==> src/hw/rtl/steering_angle_converter_macros.svh <==
// assertion macros for the steering angle converter
// used by the top level only; needs clk_i and rst_ni in the including scope
`ifndef STEERING_ANGLE_CONVERTER_MACROS_SVH
`define STEERING_ANGLE_CONVERTER_MACROS_SVH

// same-cycle implication
`define SAC_ASSERT_NOW(lbl, ante, cons) \
  lbl: assert property (@(posedge clk_i) disable iff (!rst_ni) (ante) |-> (cons)) \
    else $error("sac assertion failed");

// next-cycle implication
`define SAC_ASSERT_NEXT(lbl, ante, cons) \
  lbl: assert property (@(posedge clk_i) disable iff (!rst_ni) (ante) |=> (cons)) \
    else $error("sac assertion failed");

`endif

==> src/hw/rtl/sac_pkg.sv <==
// shared types and constants of the steering angle converter
// no dependencies
`timescale 1ns / 1ps
`default_nettype none

package sac_pkg;

  localparam int ANGLE_W = 16;
  localparam int DZ_W    = 16;
  localparam int ADDR_W  = 5;
  localparam int DATA_W  = 32;

  typedef enum logic [1:0] {
    ST_VALID          = 2'd0,
    ST_SAMPLE_INVALID = 2'd1,
    ST_CONFIG_INVALID = 2'd2
  } status_e;

  typedef enum logic [2:0] {
    REG_ZERO_RAW       = 3'd0,
    REG_POSITIVE_RAW   = 3'd1,
    REG_NEGATIVE_RAW   = 3'd2,
    REG_POSITIVE_ANGLE = 3'd3,
    REG_NEGATIVE_ANGLE = 3'd4,
    REG_DEADZONE_WIDTH = 3'd5
  } reg_idx_e;

  typedef struct packed {
    status_e status;
    logic    side_pos;
  } ctl_t;

endpackage

`default_nettype wire

==> src/hw/rtl/sac_fifo.sv <==
// small synchronous fifo used between the stages of the converter
// no dependencies
`timescale 1ns / 1ps
`default_nettype none

module sac_fifo #(
  parameter int WIDTH = 8,
  parameter int DEPTH = 4
) (
  input  wire logic             clk_i,
  input  wire logic             rst_ni,
  input  wire logic             push_i,
  input  wire logic [WIDTH-1:0] wdata_i,
  output logic                  full_o,
  input  wire logic             pop_i,
  output logic      [WIDTH-1:0] rdata_o,
  output logic                  empty_o
);

  localparam int AW = $clog2(DEPTH);

  logic [WIDTH-1:0] mem_q [DEPTH];
  logic [AW:0]      wptr_q, wptr_d;
  logic [AW:0]      rptr_q, rptr_d;
  logic             wr_en, rd_en;

  assign full_o  = (wptr_q[AW] != rptr_q[AW]) && (wptr_q[AW-1:0] == rptr_q[AW-1:0]);
  assign empty_o = (wptr_q == rptr_q);
  assign wr_en   = push_i && !full_o;
  assign rd_en   = pop_i && !empty_o;
  assign rdata_o = mem_q[rptr_q[AW-1:0]];

  assign wptr_d = wr_en ? wptr_q + (AW+1)'(1) : wptr_q;
  assign rptr_d = rd_en ? rptr_q + (AW+1)'(1) : rptr_q;

  always_ff @(posedge clk_i or negedge rst_ni) begin
    if (!rst_ni) begin
      wptr_q <= '0;
      rptr_q <= '0;
    end else begin
      wptr_q <= wptr_d;
      rptr_q <= rptr_d;
    end
  end

  always_ff @(posedge clk_i) begin
    if (wr_en) begin
      mem_q[wptr_q[AW-1:0]] <= wdata_i;
    end
  end

endmodule

`default_nettype wire

==> src/hw/rtl/sac_front.sv <==
// front end: takes samples, recentres them, classifies and forms the products
// depends on sac_pkg
`timescale 1ns / 1ps
`default_nettype none

module sac_front #(
  parameter int SB = 12
) (
  input  wire logic                          clk_i,
  input  wire logic                          rst_ni,
  input  wire logic                          valid_i,
  input  wire logic [SB-1:0]                 sample_i,
  input  wire logic                          ready_i,
  input  wire logic [SB-1:0]                 zero_raw_i,
  input  wire logic [SB-1:0]                 positive_raw_i,
  input  wire logic [SB-1:0]                 negative_raw_i,
  input  wire logic [sac_pkg::ANGLE_W-1:0]   positive_angle_i,
  input  wire logic [sac_pkg::ANGLE_W-1:0]   negative_angle_i,
  input  wire logic [sac_pkg::DZ_W-1:0]      deadzone_width_i,
  output logic                               valid_o,
  output sac_pkg::ctl_t                      ctl_o,
  output logic [SB+sac_pkg::ANGLE_W+1:0]     prod_o,
  output logic [SB+sac_pkg::DZ_W-1:0]        dzden_o,
  output logic [SB-1:0]                      den_o
);

  import sac_pkg::*;

  localparam int PW = SB + ANGLE_W + 2;
  localparam int DW = SB + DZ_W;
  localparam logic [SB-1:0] HALF = SB'(1) << (SB - 1);

  logic [SB-1:0] s, pos_s, neg_s;
  logic          cfg_bad, out_range, side_pos;

  ctl_t                     ctl_a_d, ctl_a_q;
  logic [SB-1:0]            d_a_d, d_a_q, den_a_d, den_a_q;
  logic signed [ANGLE_W:0]  a_a_d, a_a_q;
  logic                     vld_a_q, vld_b_q;

  ctl_t                     ctl_b_q;
  logic signed [PW-1:0]     prod_b_d, prod_b_q;
  logic [DW-1:0]            dzden_b_d, dzden_b_q;
  logic [SB-1:0]            den_b_q;

  // recentre so that the calibrated zero lands on half scale
  assign s     = sample_i - zero_raw_i + HALF;
  assign pos_s = positive_raw_i - zero_raw_i + HALF;
  assign neg_s = negative_raw_i - zero_raw_i + HALF;

  assign cfg_bad   = (neg_s >= HALF) || (pos_s <= HALF);
  assign out_range = (s < neg_s) || (s > pos_s);
  assign side_pos  = (s > HALF);

  always_comb begin
    ctl_a_d.side_pos = side_pos;
    if (cfg_bad) begin
      ctl_a_d.status = ST_CONFIG_INVALID;
    end else if (out_range) begin
      ctl_a_d.status = ST_SAMPLE_INVALID;
    end else begin
      ctl_a_d.status = ST_VALID;
    end
    if (side_pos) begin
      d_a_d   = s - HALF;
      den_a_d = pos_s - HALF;
      a_a_d   = $signed({positive_angle_i[ANGLE_W-1], positive_angle_i});
    end else begin
      d_a_d   = HALF - s;
      den_a_d = HALF - neg_s;
      a_a_d   = -$signed({negative_angle_i[ANGLE_W-1], negative_angle_i});
    end
  end

  // magnitude-side product; positive when the angle points away from zero
  assign prod_b_d  = PW'($signed({1'b0, d_a_q})) * PW'(a_a_q);
  assign dzden_b_d = DW'(deadzone_width_i) * DW'(den_a_q);

  always_ff @(posedge clk_i or negedge rst_ni) begin
    if (!rst_ni) begin
      vld_a_q <= 1'b0;
      vld_b_q <= 1'b0;
    end else if (ready_i) begin
      vld_a_q <= valid_i;
      vld_b_q <= vld_a_q;
    end
  end

  always_ff @(posedge clk_i) begin
    if (ready_i) begin
      ctl_a_q   <= ctl_a_d;
      d_a_q     <= d_a_d;
      den_a_q   <= den_a_d;
      a_a_q     <= a_a_d;
      ctl_b_q   <= ctl_a_q;
      prod_b_q  <= prod_b_d;
      dzden_b_q <= dzden_b_d;
      den_b_q   <= den_a_q;
    end
  end

  assign valid_o = vld_b_q;
  assign ctl_o   = ctl_b_q;
  assign prod_o  = prod_b_q;
  assign dzden_o = dzden_b_q;
  assign den_o   = den_b_q;

endmodule

`default_nettype wire

==> src/hw/rtl/sac_back.sv <==
// back end: deadzone test and pipelined restoring divider, one quotient bit a stage
// depends on sac_pkg
`timescale 1ns / 1ps
`default_nettype none

module sac_back #(
  parameter int SB = 12
) (
  input  wire logic                          clk_i,
  input  wire logic                          rst_ni,
  input  wire logic                          ready_i,
  input  wire logic                          valid_i,
  input  wire sac_pkg::ctl_t                 ctl_i,
  input  wire logic [SB+sac_pkg::ANGLE_W+1:0] prod_i,
  input  wire logic [SB+sac_pkg::DZ_W-1:0]   dzden_i,
  input  wire logic [SB-1:0]                 den_i,
  output logic                               valid_o,
  output logic [sac_pkg::ANGLE_W-1:0]        angle_o,
  output logic [1:0]                         status_o
);

  import sac_pkg::*;

  localparam int PW = SB + ANGLE_W + 2;
  localparam int CW = PW + 1;
  localparam int QW = ANGLE_W;
  localparam int RW = SB + QW;

  logic            dz_hit, kill0;
  logic [QW:0]     vld_q;
  logic [RW-1:0]   rem_q [QW+1];
  logic [QW-1:0]   quo_q [QW+1];
  logic [SB-1:0]   den_q [QW+1];
  ctl_t            ctl_q [QW+1];
  logic            kill_q [QW+1];
  logic [QW-1:0]   quo;

  assign dz_hit = $signed({prod_i, 1'b0}) <= $signed(CW'(dzden_i));
  assign kill0  = (ctl_i.status != ST_VALID) || dz_hit;

  always_ff @(posedge clk_i or negedge rst_ni) begin
    if (!rst_ni) begin
      vld_q[0] <= 1'b0;
    end else if (ready_i) begin
      vld_q[0] <= valid_i;
    end
  end

  always_ff @(posedge clk_i) begin
    if (ready_i) begin
      rem_q[0]  <= prod_i[RW-1:0];
      quo_q[0]  <= '0;
      den_q[0]  <= den_i;
      ctl_q[0]  <= ctl_i;
      kill_q[0] <= kill0;
    end
  end

  for (genvar j = 0; j < QW; j++) begin : g_div
    localparam int K = QW - 1 - j;
    logic [RW-1:0] trial;
    logic          ge;

    assign trial = RW'(den_q[j]) << K;
    assign ge    = (rem_q[j] >= trial);

    always_ff @(posedge clk_i or negedge rst_ni) begin
      if (!rst_ni) begin
        vld_q[j+1] <= 1'b0;
      end else if (ready_i) begin
        vld_q[j+1] <= vld_q[j];
      end
    end

    always_ff @(posedge clk_i) begin
      if (ready_i) begin
        rem_q[j+1]  <= ge ? rem_q[j] - trial : rem_q[j];
        quo_q[j+1]  <= quo_q[j] | (ge ? (QW'(1) << K) : '0);
        den_q[j+1]  <= den_q[j];
        ctl_q[j+1]  <= ctl_q[j];
        kill_q[j+1] <= kill_q[j];
      end
    end
  end

  assign quo      = quo_q[QW];
  assign valid_o  = vld_q[QW];
  assign status_o = ctl_q[QW].status;

  always_comb begin
    if (kill_q[QW]) begin
      angle_o = '0;
    end else if (ctl_q[QW].side_pos) begin
      angle_o = quo;
    end else begin
      angle_o = -quo;
    end
  end

endmodule

`default_nettype wire

==> src/hw/rtl/steering_angle_converter.sv <==
// Steering angle converter top level: configuration registers, front end,
// item queue, divider back end and result queue.
// Depends on sac_pkg, sac_fifo, sac_front, sac_back and the macro header.
//
// Usage:
//   Samples enter on raw_sample_i, taken when push is high and full is low.
//   Results leave on angle_o / status_o while empty is low, taken with pop.
//   One result per sample, in order. Sustained rate is one item per cycle
//   while pop keeps up; an accepted sample passes the two front stages (the
//   first loaded at the accepting edge), the item queue, the one-bit-per-stage
//   divider and the result queue.
//   When pop stays low the result queue fills, the divider freezes, the item
//   queue fills and full rises; nothing is dropped.
//   The APB port writes and reads the six calibration registers at byte
//   addresses 0 to 20; write them only while no item is in flight.
//   Reset empties both queues, clears all stage valids and loads the
//   straight-ahead calibration: zero 2048, ends 4095 / 0, angles +/-9000,
//   no deadzone.
`timescale 1ns / 1ps
`default_nettype none
`include "steering_angle_converter_macros.svh"

module steering_angle_converter #(
  parameter int SAMPLE_BITS = 12
) (
  input  wire logic                        clk_i,
  input  wire logic                        rst_ni,
  input  wire logic                        push,
  input  wire logic [SAMPLE_BITS-1:0]      raw_sample_i,
  output logic                             full,
  input  wire logic                        pop,
  output logic                             empty,
  output logic [sac_pkg::ANGLE_W-1:0]      angle_o,
  output logic [1:0]                       status_o,
  input  wire logic                        psel,
  input  wire logic                        penable,
  input  wire logic                        pwrite,
  input  wire logic [sac_pkg::ADDR_W-1:0]  paddr,
  input  wire logic [sac_pkg::DATA_W-1:0]  pwdata,
  output logic [sac_pkg::DATA_W-1:0]       prdata,
  output logic                             pready
);

  import sac_pkg::*;

  localparam int SB = SAMPLE_BITS;
  localparam int PW = SB + ANGLE_W + 2;
  localparam int DW = SB + DZ_W;
  localparam int CTL_W = $bits(ctl_t);
  localparam int MW = CTL_W + PW + DW + SB;
  localparam int OW = ANGLE_W + 2;
  localparam logic [SB-1:0] ZERO_RST = SB'(2048 % (2 ** SB));

  logic [SB-1:0]      zero_raw_q, positive_raw_q, negative_raw_q;
  logic [ANGLE_W-1:0] positive_angle_q, negative_angle_q;
  logic [DZ_W-1:0]    deadzone_width_q;
  logic               cfg_we;
  reg_idx_e           cfg_idx;

  assign pready  = 1'b1;
  assign cfg_we  = psel && penable && pwrite && pready;
  assign cfg_idx = reg_idx_e'(paddr[ADDR_W-1:2]);

  always_ff @(posedge clk_i or negedge rst_ni) begin
    if (!rst_ni) begin
      zero_raw_q       <= ZERO_RST;
      positive_raw_q   <= '1;
      negative_raw_q   <= '0;
      positive_angle_q <= ANGLE_W'(9000);
      negative_angle_q <= ANGLE_W'(-9000);
      deadzone_width_q <= '0;
    end else if (cfg_we) begin
      case (cfg_idx)
        REG_ZERO_RAW:       zero_raw_q       <= pwdata[SB-1:0];
        REG_POSITIVE_RAW:   positive_raw_q   <= pwdata[SB-1:0];
        REG_NEGATIVE_RAW:   negative_raw_q   <= pwdata[SB-1:0];
        REG_POSITIVE_ANGLE: positive_angle_q <= pwdata[ANGLE_W-1:0];
        REG_NEGATIVE_ANGLE: negative_angle_q <= pwdata[ANGLE_W-1:0];
        REG_DEADZONE_WIDTH: deadzone_width_q <= pwdata[DZ_W-1:0];
        default: ;
      endcase
    end
  end

  always_comb begin
    case (cfg_idx)
      REG_ZERO_RAW:       prdata = DATA_W'(zero_raw_q);
      REG_POSITIVE_RAW:   prdata = DATA_W'(positive_raw_q);
      REG_NEGATIVE_RAW:   prdata = DATA_W'(negative_raw_q);
      REG_POSITIVE_ANGLE: prdata = DATA_W'(positive_angle_q);
      REG_NEGATIVE_ANGLE: prdata = DATA_W'(negative_angle_q);
      REG_DEADZONE_WIDTH: prdata = DATA_W'(deadzone_width_q);
      default:            prdata = '0;
    endcase
  end

  logic          fr_valid, fr_ready;
  ctl_t          fr_ctl;
  logic [PW-1:0] fr_prod;
  logic [DW-1:0] fr_dzden;
  logic [SB-1:0] fr_den;

  logic          mq_full, mq_empty, mq_pop;
  logic [MW-1:0] mq_rdata;
  ctl_t          mq_ctl;
  logic [PW-1:0] mq_prod;
  logic [DW-1:0] mq_dzden;
  logic [SB-1:0] mq_den;

  logic               bk_ready, bk_valid, of_full;
  logic [ANGLE_W-1:0] bk_angle;
  logic [1:0]         bk_status;
  logic [OW-1:0]      of_rdata;

  assign fr_ready = !mq_full;
  assign full     = mq_full;

  sac_front #(.SB(SB)) u_front (
    .clk_i            (clk_i),
    .rst_ni           (rst_ni),
    .valid_i          (push),
    .sample_i         (raw_sample_i),
    .ready_i          (fr_ready),
    .zero_raw_i       (zero_raw_q),
    .positive_raw_i   (positive_raw_q),
    .negative_raw_i   (negative_raw_q),
    .positive_angle_i (positive_angle_q),
    .negative_angle_i (negative_angle_q),
    .deadzone_width_i (deadzone_width_q),
    .valid_o          (fr_valid),
    .ctl_o            (fr_ctl),
    .prod_o           (fr_prod),
    .dzden_o          (fr_dzden),
    .den_o            (fr_den)
  );

  sac_fifo #(.WIDTH(MW), .DEPTH(4)) u_item_q (
    .clk_i   (clk_i),
    .rst_ni  (rst_ni),
    .push_i  (fr_valid && fr_ready),
    .wdata_i ({fr_ctl, fr_prod, fr_dzden, fr_den}),
    .full_o  (mq_full),
    .pop_i   (mq_pop),
    .rdata_o (mq_rdata),
    .empty_o (mq_empty)
  );

  assign {mq_ctl, mq_prod, mq_dzden, mq_den} = mq_rdata;
  assign bk_ready = !of_full;
  assign mq_pop   = bk_ready && !mq_empty;

  sac_back #(.SB(SB)) u_back (
    .clk_i    (clk_i),
    .rst_ni   (rst_ni),
    .ready_i  (bk_ready),
    .valid_i  (!mq_empty),
    .ctl_i    (mq_ctl),
    .prod_i   (mq_prod),
    .dzden_i  (mq_dzden),
    .den_i    (mq_den),
    .valid_o  (bk_valid),
    .angle_o  (bk_angle),
    .status_o (bk_status)
  );

  sac_fifo #(.WIDTH(OW), .DEPTH(2)) u_result_q (
    .clk_i   (clk_i),
    .rst_ni  (rst_ni),
    .push_i  (bk_valid && bk_ready),
    .wdata_i ({bk_angle, bk_status}),
    .full_o  (of_full),
    .pop_i   (pop),
    .rdata_o (of_rdata),
    .empty_o (empty)
  );

  assign {angle_o, status_o} = of_rdata;

  `SAC_ASSERT_NOW(a_invalid_zero, !empty && (status_o != ST_VALID), angle_o == '0)
  `SAC_ASSERT_NOW(a_front_no_overflow, fr_valid && fr_ready, !mq_full)
  `SAC_ASSERT_NEXT(a_back_holds_on_stall, bk_valid && of_full, bk_valid)

endmodule

`default_nettype wire
==> config.mk <==
export PLATFORM = sky130hd
export DESIGN_NAME = steering_angle_converter
export DESIGN_NICKNAME = d
export VERILOG_FILES = /design/src/hw/rtl/sac_pkg.sv /design/src/hw/rtl/sac_fifo.sv /design/src/hw/rtl/sac_front.sv /design/src/hw/rtl/sac_back.sv /design/src/hw/rtl/steering_angle_converter.sv
export VERILOG_INCLUDE_DIRS = /design/src /design/src/hw/rtl
export SDC_FILE = /design/constraint.sdc
export NUM_CORES = 2
export LEC_CHECK = 0
export BUFFER_PORTS_ARGS = -buffer_cell sky130_fd_sc_hd__buf_4
export CAP_MARGIN = 30
export CORE_ASPECT_RATIO = 1.5
export CORE_UTILIZATION = 64
export DETAILED_ROUTE_END_ITERATION = 7
export PLACE_DENSITY = 0.81
export SLEW_MARGIN = 30
export SYNTH_ARGS = -nofsm -noshare
export SYNTH_HDL_FRONTEND = slang
export SYNTH_SLANG_ARGS = --single-unit
==> constraint.sdc <==
create_clock -name clk_i -period 34.9 [get_ports clk_i]
set_input_delay 1.745 -clock clk_i [delete_from_list [all_inputs] [get_ports clk_i]]
set_output_delay 1.745 -clock clk_i [all_outputs]
set_load 0.05 [all_outputs]
==> qor.yml <==
outcome:
  outcome: "finished clean"
detailed_routing:
  vias_per_cell: 6.02
  drc: 0
  first_pass_iters: 8
  drt_iter0_drc: 3015
  routed_wl_um: 175000
  wire_per_inst_um: 21.9
  routed-via-count: 48121
  antenna_left: 0
worst_setup_path:
  path_buf_inv: 3
  path_cells: "nand2_1 -> fa_1 -> fa_1 -> fa_1 -> inv_1 -> fa_1 -> inv_1 -> fa_1 -> inv_1 -> ha_1 -> o21a_1 -> o21ai_0 -> a21oi_1 -> a31oi_1 -> o31a_1 -> o311ai_0 -> a21oi_1 -> xnor2_1"
  worst-path-max-fanout: 17
  arrival_ns: 7.04
  crit_path_frequent_cell: "fa_1"
  r2r-end: "u_front.dzden_o[26]"
  worst-path-stages: 18
  slowest_stage: "edfxtp_1"
  cp-start-kind: "flop"
  r2r_start: "u_front.den_a_q[5]"
  slowest_delay_ns: 1.03
  required_ns: 35.39
  cp-end-kind: "flop"
  cpLargestDelayFamily: "adder cells"
  crit_type: "flop to flop"
  r2r_slack_ns: 28.35
  ff2ff_path_depth: 18
synthesis:
  ys_seq_area_frac: 0.535
  synth_edf_count: 1289
  synth.ff_latch_count: 1402
  ys_async_sr_fraction: 0.0806
  synth_area_per_cell_um2: 12.5
  synthDistinctLibCells: 93
  ys.flop_type: "edfxtp_1"
  syn_area_um2: 77700
  ys.warnings.count: 0
  syn_inst: 6223
timing:
  setup_tns_ns: 0
  hold_viol: 0
  fin_crit_ns: 6.55
  fin_skew_ns: 0.0345
  max_freq_mhz: 153
  setup_viol: 0
  drv_slew: 0
  tightest_slew_ns: 1.11
  rsz0062_at_grt: "no"
  slew_headroom: 0.252
  finalCritPeriodShare: 0.188
cells_and_area:
  fillers: 7931
  multi_input_area_um2: 32500
  ff_latch_area_um2: 41600
  syn_to_final_growth_pct: 8.36
  layout.nets: 7157
  layout-drive-gt1-share: 0.0956
cts:
  clockBufferDepth: 3
  cts.sinks: 1402
  post_cts_buffers: 0
  clockRootBuffer: "clkbuf_16"
  cts_tree: "done"
  cts.repair.resized: 0
  clock_latency_ns: 0.76
  cts_buffers: 131
  ctsHoldBuffers: 0
  htree_levels: 4
  clk_pin_slew_ns: 0.07
floorplan:
  die_h_um: 429
  start_util: 0.645
  die_area_um2: 123000
  row_count: 156
  dieWidth_um: 286
  ios: 109
  coreArea_um2: 120000
place:
  portBuffers: 73
  post-dp-hpwl_um: 128000
  routabilityCongestion: 0.941
global_route:
  grt_start_max_net_pins: 188
  grt_pass1_wl_um: 271000
  globalRouteOverflowTotal: 0
  antenna_found_initial: 2
  grt_usage: 0.290
  grt_pass1_vias: 51559
worst_hold_path:
  min_from: "u_back.quo_q[0][252]"
  hold_path_end: "u_back.quo_q[0][268]"
  hp-class: "flop to flop"
  hold_depth: 0
job:
  drv_cap: 0
sequential cells by signal (all words and copies together), names as in the netlist, 16 cells and up:
register	cells
u_front.dzden_o	28
u_back.vld_q	16
u_item_q.mem_q	292
u_back.rem_q	448
u_back.ctl_q	51
u_back.kill_q	17
negative_angle_q	16
u_back.quo_q	136
u_front.a_a_q	17
u_front.prod_o	30
u_back.den_q	192
deadzone_width_q	16
u_result_q.mem_q	36
positive_angle_q	16
kinds of logic (layout without fill, tap and decap cells):
logic type | Yosys count | in the layout | share of synthesized area
xor gates and xnor gates | 340 | 340 | 0.0383
DFF | 1402 | 1402 | 0.535
buffers and inverters | 988 | 1159 | 0.0491
and+or+nand+nor | 1610 | 1610 | 0.102
adders and majority gates | 795 | 795 | 0.161
AOI/OAI and AO/OA | 855 | 855 | 0.0696
muxes | 231 | 231 | 0.0438
other | 2 | 19 | 0.0000967
Yosys cell counts, types with 14 or more instances:
cell	n	area [um^2]
o21ai_0	197	986
dfstp_2	27	709
nand3_1	86	430
xnor2_1	201	1760
a22oi_1	14	105
o31ai_1	35	263
a21boi_0	15	113
nand2b_1	48	300
xor2_1	139	1220
o21bai_1	16	120
or2_2	21	131
nor4_1	69	432
o21a_1	43	323
edfxtp_1	1289	38700
nor2_1	311	1170
inv_1	807	3030
a21oi_1	262	1310
clkbuf_1	131	492
mux2i_1	28	280
a31oi_1	23	144
fa_1	346	6930
mux4_2	74	1670
nor3_1	104	521
or3_1	50	313
nand2_1	522	1960
o211ai_1	15	113
nand4_1	44	275
buf_4	23	173
dfrtp_1	86	2150
a211oi_1	36	270
or4_1	17	128
mux2_2	128	1440
a31o_2	16	140
and3_1	38	238
ha_1	449	5620
a21o_1	81	608
nor2b_1	51	319
and2_1	182	1140
metal layers:
layer	vias up	wire length [um]	global-route usage	share of wire
met4	4	18000	0.261	0.10
met2	1484	96500	0.551	0.55
met3	658	6930	0.0478	0.040
met1	23935	53400	0.254	0.31
li1	22040	-	-	-
met5	-	31	0	0.00018
area by class of cell:
| type | count | share of cell area |
|---|---|---|
| well taps | 1580 | 0.0235 |
| multi-input cells | 3848 | 0.386 |
| inverters | 814 | 0.0363 |
| repair buffers | 109 | 0.0109 |
| diodes | 2 | 0.0000595 |
| clock inverters | 85 | 0.00895 |
| clock buffers | 151 | 0.0408 |
| flip-flops and latches | 1402 | 0.494 |
per-stage QoR:
stage               std cells  hold slack (ns)   util  worst slack [ns]  instance area, um^2
floorplan                6238            0.400      -              9.54                77700
global placement         7750            0.400  0.663             28.45                79800
CTS                      7986            0.406  0.698             28.30                84100
finish                   7991            0.409  0.699             28.35                84200
detailed placement       7750            0.405  0.663             28.35                79900
global route             7989            0.416  0.699             27.94                84200
worst max-delay path by stage:
| stage | start | end | slack, ns |
|---|---|---|---|
| after floorplan | u_result_q.wptr_q[1] | u_back.ctl_q[0][0] | 9.54 |
| after global placement | u_front.d_a_q[1] | u_front.prod_o[27] | 28.45 |
| after detailed placement | u_front.d_a_q[1] | u_front.prod_o[27] | 28.35 |
| after CTS | u_front.d_a_q[1] | u_front.prod_o[27] | 28.30 |
| after global routing | u_front.d_a_q[1] | u_front.prod_o[27] | 27.94 |
| final | u_front.den_a_q[5] | u_front.dzden_o[26] | 28.35 |
worst reg2reg max path, delay by kind of cell (launching register included):
| family | cells | cell delay [ns] |
|---|---|---|
| DFF | 1 | 1.03 |
| xor gates and xnor gates | 1 | 0.18 |
| AOI/OAI and AO/OA | 7 | 1.75 |
| adders and majority gates | 6 | 2.95 |
| buffers and inverters | 3 | 0.15 |
| and+or+nand+nor | 1 | 0.23 |
placed cells by master, fill, tap and decap left out, types with 47 or more instances in the layout:
cell type and instances:
xnor2_1 201, buf_4 101, a21oi_1 262, o21ai_0 197, or3_1 49, nand3_1 86, xor2_1 139, nor2b_1 51
nand2_1 522, edfxtp_1 1289, nor3_1 101, mux2_2 128, a21o_1 81, dfrtp_1 84, nand2b_1 47, nor4_1 67
clkbuf_16 134, and2_1 182, fa_1 346, nor2_1 309, mux4_2 74, ha_1 449, inv_1 807
Power is not shown: default switching activity piles up to over one toggle a cycle in this logic, so the estimate is an artifact.
